--- src/rtl/ctgr_pkg.sv ---
`timescale 1ns / 1ps
// Shared types, constants and elaboration-time gain functions for the
// color temperature gamma ramp. No dependencies.
package ctgr_pkg;

	localparam int unsigned TEMP_W         = 10;
	localparam int unsigned INDEX_W        = 12;
	localparam int unsigned WORD_W         = 16;
	localparam int unsigned SIZE_W         = 13;
	localparam int unsigned LAST_W         = 13;
	localparam int unsigned NUM_W          = INDEX_W + WORD_W + 2;
	localparam int unsigned DEN_W          = LAST_W + 1;
	localparam int unsigned NUM_CH         = 3;

	localparam int unsigned TEMP_STEP_K    = 10;
	localparam int unsigned KELVIN_MIN     = 1900;
	localparam int unsigned KELVIN_NEUTRAL = 6500;
	localparam int unsigned KELVIN_BLUE_CUT = 1900;
	localparam int unsigned BLUE_SHIFT_K   = 1000;
	localparam int unsigned TAB_N          = (KELVIN_NEUTRAL - KELVIN_MIN) / TEMP_STEP_K + 1;
	localparam int unsigned TAB_AW         = $clog2(TAB_N);

	localparam logic [63:0] GREEN_MUL = 64'd994708025861;
	localparam logic [63:0] GREEN_OFF = 64'd1611195681661;
	localparam logic [63:0] BLUE_MUL  = 64'd1385177312231;
	localparam logic [63:0] BLUE_OFF  = 64'd3050447927307;
	localparam logic [63:0] FULL64    = 64'd65535;
	localparam logic [63:0] LN_BASE   = 64'd100;
	localparam logic [WORD_W-1:0] WORD_FULL = {WORD_W{1'b1}};

	localparam int unsigned CH_RED   = 0;
	localparam int unsigned CH_GREEN = 1;
	localparam int unsigned CH_BLUE  = 2;

	typedef logic [WORD_W-1:0] word_t;

	typedef struct packed {
		word_t               green;
		word_t               blue;
		logic [INDEX_W-1:0]  index;
		logic [LAST_W-1:0]   last;
	} gain_beat_t;

	typedef struct packed {
		logic [NUM_CH-1:0][NUM_W-1:0] num;
		logic [DEN_W-1:0]             den;
	} num_beat_t;

	typedef struct packed {
		word_t blue;
		word_t green;
		word_t red;
	} ramp_words_t;

	function automatic logic [63:0] mul_shift(input logic [63:0] a, input logic [63:0] b,
	                                          input int unsigned s);
		logic [127:0] p;
		p = {64'd0, a} * {64'd0, b};
		p = p >> s;
		return p[63:0];
	endfunction

	function automatic logic [63:0] udiv64(input logic [63:0] n, input logic [63:0] d);
		logic [64:0] r;
		logic [63:0] q;
		r = '0;
		q = '0;
		for (int i = 63; i >= 0; i--) begin
			r = {r[63:0], n[i]};
			if (r >= {1'b0, d}) begin
				r = r - {1'b0, d};
				q[i] = 1'b1;
			end
		end
		return q;
	endfunction

	function automatic logic [63:0] frac_q60(input logic [63:0] n, input logic [63:0] d);
		logic [63:0] r;
		logic [63:0] q;
		r = n;
		q = '0;
		for (int i = 0; i < 60; i++) begin
			r = r << 1;
			q = q << 1;
			if (r >= d) begin
				r = r - d;
				q[0] = 1'b1;
			end
		end
		return q;
	endfunction

	function automatic logic [63:0] atanh2_q60(input logic [63:0] n, input logic [63:0] d);
		logic [63:0] z;
		logic [63:0] z2;
		logic [63:0] term;
		logic [63:0] sum;
		z    = frac_q60(n, d);
		z2   = mul_shift(z, z, 60);
		term = z;
		sum  = '0;
		for (int unsigned j = 1; j < 400; j += 2) begin
			if (term != 64'd0) begin
				sum  = sum + udiv64(term, 64'(j));
				term = mul_shift(term, z2, 60);
			end
		end
		return sum << 1;
	endfunction

	function automatic logic [63:0] ln_q60(input logic [63:0] p, input logic [63:0] q);
		int unsigned k;
		logic [63:0] qk;
		k = 0;
		for (int unsigned i = 0; i < 16; i++) begin
			if ((q << (i + 1)) <= p)
				k = i + 1;
		end
		qk = q << k;
		return 64'(k) * atanh2_q60(64'd1, 64'd3) + atanh2_q60(p - qk, p + qk);
	endfunction

	function automatic logic [63:0] fit_value(input logic [63:0] mul, input logic [63:0] off,
	                                          input logic [63:0] lnv);
		logic [63:0] prod;
		logic [63:0] o;
		prod = mul_shift(mul, lnv, 56);
		o    = off << 4;
		return (prod > o) ? prod - o : 64'd0;
	endfunction

	function automatic logic [63:0] gain_of(input logic [63:0] num, input logic [63:0] den);
		if (den == 64'd0 || num >= den)
			return FULL64;
		return udiv64((num << 1) * FULL64 + den, den << 1);
	endfunction

	localparam logic [63:0] GREEN_DEN =
		fit_value(GREEN_MUL, GREEN_OFF, ln_q60(64'(KELVIN_NEUTRAL), LN_BASE));
	localparam logic [63:0] BLUE_DEN =
		fit_value(BLUE_MUL, BLUE_OFF, ln_q60(64'(KELVIN_NEUTRAL - BLUE_SHIFT_K), LN_BASE));

	function automatic word_t green_gain(input int unsigned kelvin);
		logic [63:0] g;
		g = gain_of(fit_value(GREEN_MUL, GREEN_OFF, ln_q60(64'(kelvin), LN_BASE)), GREEN_DEN);
		return g[WORD_W-1:0];
	endfunction

	function automatic word_t blue_gain(input int unsigned kelvin);
		logic [63:0] g;
		if (kelvin <= KELVIN_BLUE_CUT)
			return '0;
		g = gain_of(fit_value(BLUE_MUL, BLUE_OFF,
		                      ln_q60(64'(kelvin - BLUE_SHIFT_K), LN_BASE)), BLUE_DEN);
		return g[WORD_W-1:0];
	endfunction

endpackage

--- src/rtl/ctgr_scale.sv ---
`timescale 1ns / 1ps
// Stage 2: index times gain, rounding numerator and doubled divisor.
// Depends on ctgr_pkg for the beat types.
module ctgr_scale (
	input  logic                 clk,
	input  logic                 arst_n,
	input  logic                 in_valid,
	output logic                 in_ready,
	input  ctgr_pkg::gain_beat_t in_beat,
	output logic                 out_valid,
	input  logic                 out_ready,
	output ctgr_pkg::num_beat_t  out_beat
);

	logic [ctgr_pkg::NUM_W-1:0] idx_w;
	logic [ctgr_pkg::NUM_W-1:0] last_w;
	logic [ctgr_pkg::NUM_W-1:0] prod_r;
	logic [ctgr_pkg::NUM_W-1:0] prod_g;
	logic [ctgr_pkg::NUM_W-1:0] prod_b;
	logic                       valid_s2;
	ctgr_pkg::num_beat_t        beat_s2;

	always_comb begin
		idx_w  = ctgr_pkg::NUM_W'(in_beat.index);
		last_w = ctgr_pkg::NUM_W'(in_beat.last);
		prod_r = idx_w * ctgr_pkg::NUM_W'(ctgr_pkg::WORD_FULL);
		prod_g = idx_w * ctgr_pkg::NUM_W'(in_beat.green);
		prod_b = idx_w * ctgr_pkg::NUM_W'(in_beat.blue);
	end

	assign in_ready = !valid_s2 || out_ready;

	always_ff @(posedge clk or negedge arst_n) begin
		if (!arst_n) begin
			valid_s2 <= 1'b0;
		end else if (in_ready) begin
			valid_s2 <= in_valid;
		end
	end

	always_ff @(posedge clk) begin
		if (in_valid && in_ready) begin
			beat_s2.num[ctgr_pkg::CH_RED]   <= (prod_r << 1) + last_w;
			beat_s2.num[ctgr_pkg::CH_GREEN] <= (prod_g << 1) + last_w;
			beat_s2.num[ctgr_pkg::CH_BLUE]  <= (prod_b << 1) + last_w;
			beat_s2.den                     <= {in_beat.last, 1'b0};
		end
	end

	assign out_valid = valid_s2;
	assign out_beat  = beat_s2;

endmodule

--- config.mk ---
export PLATFORM = sky130hd
export DESIGN_NAME = ctgr_scale
export DESIGN_NICKNAME = d
export VERILOG_FILES = /design/src/rtl/ctgr_pkg.sv /design/src/rtl/ctgr_scale.sv
export SDC_FILE = /design/constraint.sdc
export NUM_CORES = 1
export LEC_CHECK = 0
export ABC_AREA = 0
export BUFFER_PORTS_ARGS = -buffer_cell sky130_fd_sc_hd__clkbuf_2
export CORE_MARGIN = 2
export CORE_UTILIZATION = 30
export DETAILED_ROUTE_END_ITERATION = 7
export PLACE_DENSITY = 0.48
export SLEW_MARGIN = 10
export SYNTH_ARGS = -nofsm -noshare
export SYNTH_HDL_FRONTEND = slang
export SYNTH_SLANG_ARGS = --single-unit
--- constraint.sdc ---
create_clock -name clk -period 4.42 [get_ports clk]
set_clock_uncertainty 0.15 [all_clocks]
set_input_delay 0.663 -clock clk [delete_from_list [all_inputs] [get_ports clk]]
set_output_delay 0.663 -clock clk [all_outputs]
set_load 0.02 [all_outputs]
# Word level (Yosys, flattened, before mapping)
# Cells that the tools add are included.
# Widths: inputs -> output; s select.
[word_totals]
mem_bits_ro = 0
elab_cells = 14
latch_bits = 0
regBits = 104
ramBits = 0
n_memories = 0
[classes]
n_bitwise = 0
n_mux = 0
magnitude_cmp = 0
mul = 3
n_div = 0
n_reduce_logical = 3
shifts = 0
n_eq_ne = 0
addsub = 3
[op_table]
columns = ["op", "count"]
rows = [
  ["$add 29x13->30", 3],
  ["$mul 12x16->28", 2],
  ["$mul 12x16->28 const B", 1],
  ["$logic_and 1x1->1", 1],
  ["$logic_not 1->1", 1],
  ["$logic_or 1x1->1", 1],
]

# Logic depth before layout (Yosys ltp)
# Gate-level depths: netlist (run 1).
[logic_depth]
depth_word = 3
mapped_depth = 27
mapped_depth_nobuf = 26

# Worst setup path before layout (run 1)
# Ideal clock, no wire load.
[synth_timing]
path_type = "input -> register"
start = "in in_beat[30] in the netlist's numbering"
end = "reg beat_s2 (netlist bit out_beat[101]), data pin"
n_path_buf = 1
cell_stages = 23
t_required_ps = 3996
path_slack_ps = -2457
setup_ps = 274
t_arrival_ps = 6453
path_cell_list = "clkbuf_1 -> nand2_1 -> fa_1 -> fa_1 -> inv_1 -> ha_1 -> fa_1 -> inv_1 -> fa_1 -> inv_1 -> ha_1 -> nand2_2 -> o31a_4 -> xnor2_1 -> ha_1 -> and3_1 -> and3_1 -> a21oi_1 -> a31o_2 -> nand2b_1 -> or4_4 -> or3_4 -> xor2_1"
[synth_between]
elab_chain_len = 2
[synth_rtl]
columns = ["element", "line_no", "source"]
rows = [
  ["start: declaration", "ctgr_scale.sv:9", "input ctgr_pkg::gain_beat_t in_beat,"],
  ["$mul 12x16->28", "ctgr_scale.sv:28", "prod_b = idx_w * ctgr_pkg::NUM_W'(in_beat.blue);"],
  ["$add 29x13->30", "ctgr_scale.sv:45", "beat_s2.num[ctgr_pkg::CH_BLUE] <= (prod_b << 1) + last_w;"],
  ["end: declaration", "ctgr_scale.sv:21", "ctgr_pkg::num_beat_t beat_s2;"],
]
# No other way between the ends.
# A chain may end at the register's enable or synchronous reset.

# Final worst setup path (run 1)
[layout_timing]
start = "in in_beat[18] in the netlist's numbering"
end = "reg beat_s2 (netlist bit out_beat[101]), data pin"
# The elaborated chain is that of the path after synthesis.

==> flow_metrics.tcl, run 1 <==
set metrics [dict create \
    status "complete, but fails checks" \
    violations "setup timing" \
    crit_fanout 7 \
    cts_tree "yes" \
    clkLatencyLatePin_ns 0.40 \
    area.growth.synth_to_final_pct 42.24 \
    pre_cts_ws_ns -2.405 \
    firstDrtPassIters 4 \
    yosysWarnings 0 \
    syn_area_per_cell_um2 9.102 \
    drv_cap 0 \
    postPlaceCellArea_um2 27780 \
    slew_viol_final 0 \
    grt_pass1_vias 19360 \
    path_common_cell "fa_1" \
    cts_made_buffers 9 \
    worst_ep_required_time_ns 4.43 \
    setup_tns_ns -91.07 \
    die_h_um 271.7 \
    fin_crit_sh 1.421 \
    coreArea_um2 71240 \
    clockBufferDepth 2 \
    drc 0 \
    syn_area_um2 21500 \
    synthArstFlopShare 0.009901 \
    clkTransAtPathRegs_ns 0.09 \
    setup_slack_ns -1.859 \
    cp_cell_sequence "clkbuf_16, buf_12, nand2_4, fa_1, fa_1, inv_2, ha_4, fa_1, inv_1, fa_1, inv_2, ha_4, nand2_2, o31a_4, xnor2_2, ha_1, and3_4, and3_4, a21oi_4, a31o_2, nand2b_4, or4_4, or3_4, xor2_1" \
    final_common_cell "buf_4" \
    vias_per_cell 4.594 \
    timing.critical_path.buf_inv 5 \
    num_rows 98 \
    drive_above_1_share 0.3753 \
    slowest_stage "fa_1" \
    crit_family "adder cells" \
    relSlewSlack 0.5754 \
    synth_ff_type "edfxtp_1" \
    worst_ep_arrival_time_ns 6.29 \
    antenna_found_initial 6 \
    start_kind "primary input" \
    r2r_cells 3 \
    hold_path.class "primary input to flip-flop" \
    whs_ns 0.2796 \
    netlist_instances 2362 \
    vias 18240 \
    ios 167 \
    cts-root-buf "clkbuf_16" \
    cts.sinks 101 \
    ys_seq_area_frac 0.1408 \
    path_depth 24 \
    worst_setup_path_end_kind "flip-flop" \
    detail_route.iter0.violations 684 \
    grt_pass1_wl_um 102500 \
    die_x_um 271.7 \
    initial_core_util 0.3018 \
    wire_per_inst_um 15.90 \
    rsz0062_at_grt "true" \
    hpwl_um 52440 \
    place.gp.congestion 0.8514 \
    criticalPathCategory "primary input to flip-flop" \
    synth_cell_types 84 \
    detail-route-antenna-nets 0 \
    max_freq_ghz 0.1593 \
    grt_max_degree 57 \
    dieArea_um2 73820 \
    nNetsFinal 3649 \
    synth_seq_cells 101 \
    max_stage_delay_ns 0.53 \
    period_needed_ns 6.279 \
    hold_viol_final 0 \
    setup_viol 68 \
    worstHoldPathCells 1 \
    htree_levels 3 \
    gr-total-overflow 0 \
    final_cell_mix "482 x buf_4, 425 x inv_1, 320 x fa_1" \
    fin_area_um2 30580 \
    syn_nets 2997 \
    portBuffers 165 \
    worst_slew_pin_slew_ns 0.6370 \
    grt_use_total 0.1750 \
    routed_wl_um 63140 \
    synth-edff-count 100 \
]
[metrics by stage]
stage	utilization	cells
finish	0.4292	3971
global route	0.4292	3970
CTS	0.4152	3945
detailed placement	0.3899	3880
global placement	0.3899	3880
floorplan	-	2362
[flip-flops by register name (all words and copies together) (netlist names)]
register / count
out_beat: 100
out_valid: 1
[worst paths after layout]
path	slack (ns)	startpoint	endpoint
worst max-delay path	-1.86	in_beat[18]	out_beat[101]
worst min-delay path	0.28	in_beat[0]	out_beat[44]
worst max register to register	2.41	out_valid	out_beat[91]
worst min register to register	0.42	out_valid	out_valid
max in group asynchronous	3.63	arst_n	out_valid
min in group asynchronous	0.41	arst_n	out_valid
[area by class of cell]
class / instances / area [µm²]
Sequential cell: 101 / 3028
Inverter: 463 / 1738
Fill cell: 6945 / 40660
Antenna cell: 2 / 5.005
Tap cell: 950 / 1189
Timing Repair Buffer: 738 / 5837
Clock buffer: 9 / 225.2
Multi-Input combinational cell: 1701 / 18470
Clock inverter: 7 / 87.58
[cells in the mapped netlist, drive strengths merged, types with 9 or more instances]
cell | n | area share
edfxtp | 100 | 0.14
xnor2 | 82 | 0.033
nor2b | 13 | 0.0038
fa | 340 | 0.32
a21oi | 95 | 0.022
o21bai | 18 | 0.0063
a21o | 39 | 0.014
ha | 234 | 0.14
clkbuf | 85 | 0.015
or3 | 11 | 0.0035
nand2b | 14 | 0.0041
xor2 | 49 | 0.020
and2 | 138 | 0.040
nor4 | 10 | 0.0038
and3 | 13 | 0.0038
nor3 | 22 | 0.0058
o21a | 9 | 0.0031
o21ai | 45 | 0.010
nand2 | 336 | 0.059
inv | 463 | 0.081
nand4 | 12 | 0.0035
buf | 12 | 0.0033
nand3 | 31 | 0.0072
a211oi | 17 | 0.0059
nor2 | 60 | 0.010
[logic make-up (layout without fill, tap and decap cells)]
group | after synthesis | count (layout) | share of synthesized area
other cells | 1 | 3 | 0.0001744
simple gates | 689 | 689 | 0.1559
flops | 101 | 101 | 0.1408
compound gates | 300 | 300 | 0.09504
buf+inv | 560 | 1217 | 0.09900
fa+ha+maj | 574 | 574 | 0.4528
mux | 6 | 6 | 0.002852
xor+xnor | 131 | 131 | 0.05337
[routing by layer]
layer,GRT usage,wire length [µm],vias up,share of wire
met4,0.06912,2268,8,0.036
met5,0,36,-,0.00057
met1,0.2360,29220,9095,0.46
met3,0.02654,2363,65,0.037
li1,-,-,8808,-
met2,0.2816,29250,265,0.46
[what timing repair did]
| item | 4_1_cts | 5_1_grt |
|---|---|---|
| hold buffers | 1 | 0 |
| setup buffers | 51 | 37 |
| gates cloned | 3 | 1 |
| pin swaps | 96 | 93 |
| endpoints found under the setup margin | 68 | 69 |
| hold endpoints to repair | 1 | 0 |
| gates resized for setup | 225 | 183 |
Power of run 1 is left out: the tool's default activity adds up to more than one toggle a clock period on the data nets, which glitch-free logic cannot reach.
==> run 2, diff against run 1 <==
Settings changed: BUFFER_PORTS_ARGS -buffer_cell sky130_fd_sc_hd__clkbuf_2 to -buffer_cell sky130_fd_sc_hd__buf_4.
==> flow_metrics.tcl, run 2 (synthesis gave the netlist of run 1 again) <==
set metrics [dict create \
    status "complete, but fails checks" \
    violations "setup timing" \
    hold_viol_final 0 \
    grt_pass1_vias 19620 \
    clkTransAtPathRegs_ns 0.09 \
    gr-total-overflow 0 \
    drc 0 \
    portBuffers 165 \
    dieArea_um2 73820 \
    largest_register_ffs 100 \
    crit_fanout 6 \
    htree_levels 3 \
    clkLatencyLatePin_ns 0.40 \
    num_rows 98 \
    coreArea_um2 71240 \
    start_kind "primary input" \
    fillers 6909 \
    antenna_found_initial 1 \
    die_x_um 271.7 \
    cts.sinks 101 \
    cts_tree "yes" \
    grt_pass1_wl_um 103600 \
    slew_viol_final 0 \
    drive_above_1_share 0.3797 \
    fin_area_um2 30990 \
    detail-route-antenna-nets 0 \
    area.growth.synth_to_final_pct 44.17 \
    criticalPathCategory "primary input to flip-flop" \
    cts_made_buffers 9 \
    detail_route.iter0.violations 838 \
    max_freq_ghz 0.1617 \
    fin_crit_sh 1.399 \
    routed_wl_um 62880 \
    hold_path.class "primary input to flip-flop" \
    drv_cap 0 \
    initial_core_util 0.3018 \
    final_cell_mix "605 x buf_4, 420 x inv_1, 312 x fa_1" \
    utilization 0.4351 \
    vias 18110 \
    place.gp.congestion 0.8501 \
    worst_setup_path_end_kind "flip-flop" \
    hpwl_um 52410 \
    grt_use_total 0.1754 \
    firstDrtPassIters 5 \
    wire_per_inst_um 15.92 \
    worst_ep_arrival_time_ns 6.20 \
    setup_viol 66 \
    period_needed_ns 6.186 \
    setup_slack_ns -1.766 \
    final_common_cell "buf_4" \
    die_h_um 271.7 \
    worst_slew_pin_slew_ns 0.7723 \
    relSlewSlack 0.4851 \
    cts-root-buf "clkbuf_16" \
    nNetsFinal 3630 \
    ios 167 \
    postPlaceCellArea_um2 28060 \
    vias_per_cell 4.584 \
    clockBufferDepth 2 \
    worst_ep_required_time_ns 4.43 \
    rsz0062_at_grt "true" \
    grt_max_degree 56 \
]
==> run 2: cell count changes in the layout (fill, tap and decap cells not counted), sizes merged <==
cell / before / now
clkbuf: 170 / 10
buf: 576 / 717
clkinv: 3 / 4
diode: 2 / 1
inv: 466 / 465
==> run 2: through the flow <==
| stage | hold WS, ns | TNS [ns] | setup slack, ns | instances |
|---|---|---|---|---|
| after floorplan | 0.2174 | -79.64 | -2.021 | 2362 |
| after global routing | 0.2591 | -93.43 | -1.920 | 3950 |
| final | 0.2802 | -82.68 | -1.766 | 3951 |
| after global placement | 0.2884 | -118.37 | -2.327 | 3864 |
| after CTS | 0.2513 | -82.03 | -1.727 | 3935 |
| after detailed placement | 0.2912 | -120.23 | -2.309 | 3864 |
==> run 2: critical path, stage by stage <==
cell and delay [ns]:
buf_16 0.12, buf_12 0.14, nand2_4 0.05, fa_2 0.54, inv_2 0.04, ha_4 0.15, fa_1 0.46, fa_1 0.49
inv_1 0.05, fa_1 0.49, inv_2 0.05, ha_4 0.29, nand2_4 0.05, o31a_4 0.36, xnor2_2 0.14, ha_1 0.30
and3_4 0.19, and3_4 0.19, a21oi_4 0.06, a31o_4 0.22, nand2b_4 0.15, or4_4 0.46, or3_4 0.36, xor2_1 0.15
==> run 2: layout make-up <==
| cell class | instances | area, µm² | area share |
|---|---|---|---|
| Multi-Input combinational cell | 1701 | 18620 | 0.6006 |
| Timing Repair Buffer | 719 | 6103 | 0.1969 |
| Sequential cell | 101 | 3028 | 0.09769 |
| Inverter | 463 | 1743 | 0.05623 |
| Tap cell | 950 | 1189 | 0.03835 |
| Clock buffer | 9 | 225.2 | 0.007266 |
| Clock inverter | 7 | 87.58 | 0.002826 |
| Antenna cell | 1 | 2.502 | 0.00008074 |
==> run 2: final timing paths <==
| path | startpoint | to | slack, ns | depth (start not counted) |
|---|---|---|---|---|
| worst max register to register | out_valid | out_beat[91] | 2.36 | 3 |
| min in group asynchronous | arst_n | out_valid | 0.42 | 2 |
| max in group asynchronous | arst_n | out_valid | 3.62 | 2 |
| worst min register to register | out_valid | out_valid | 0.43 | 2 |
| worst min-delay path | in_beat[0] | out_beat[44] | 0.28 | 1 |
| worst max-delay path | in_beat[16] | out_beat[101] | -1.77 | 24 |
==> run 2: repair_timing <==
action | 4_1_cts | 5_1_grt
endpoints found under the setup margin | 69 | 68
hold endpoints to repair | 1 | 0
buffers inserted | 57 | 38
gates cloned | 1 | 1
resized for setup | 202 | 259
pin swaps | 98 | 167
hold buffers | 1 | 0
==> run 2: layer usage <==
layer  track usage  routed length (µm)
met1        0.2367               29160
met2        0.2887               29630
met5             0                   0
met4       0.06290                2079
met3       0.02167                2014
Power of run 2 is left out for the same reason.
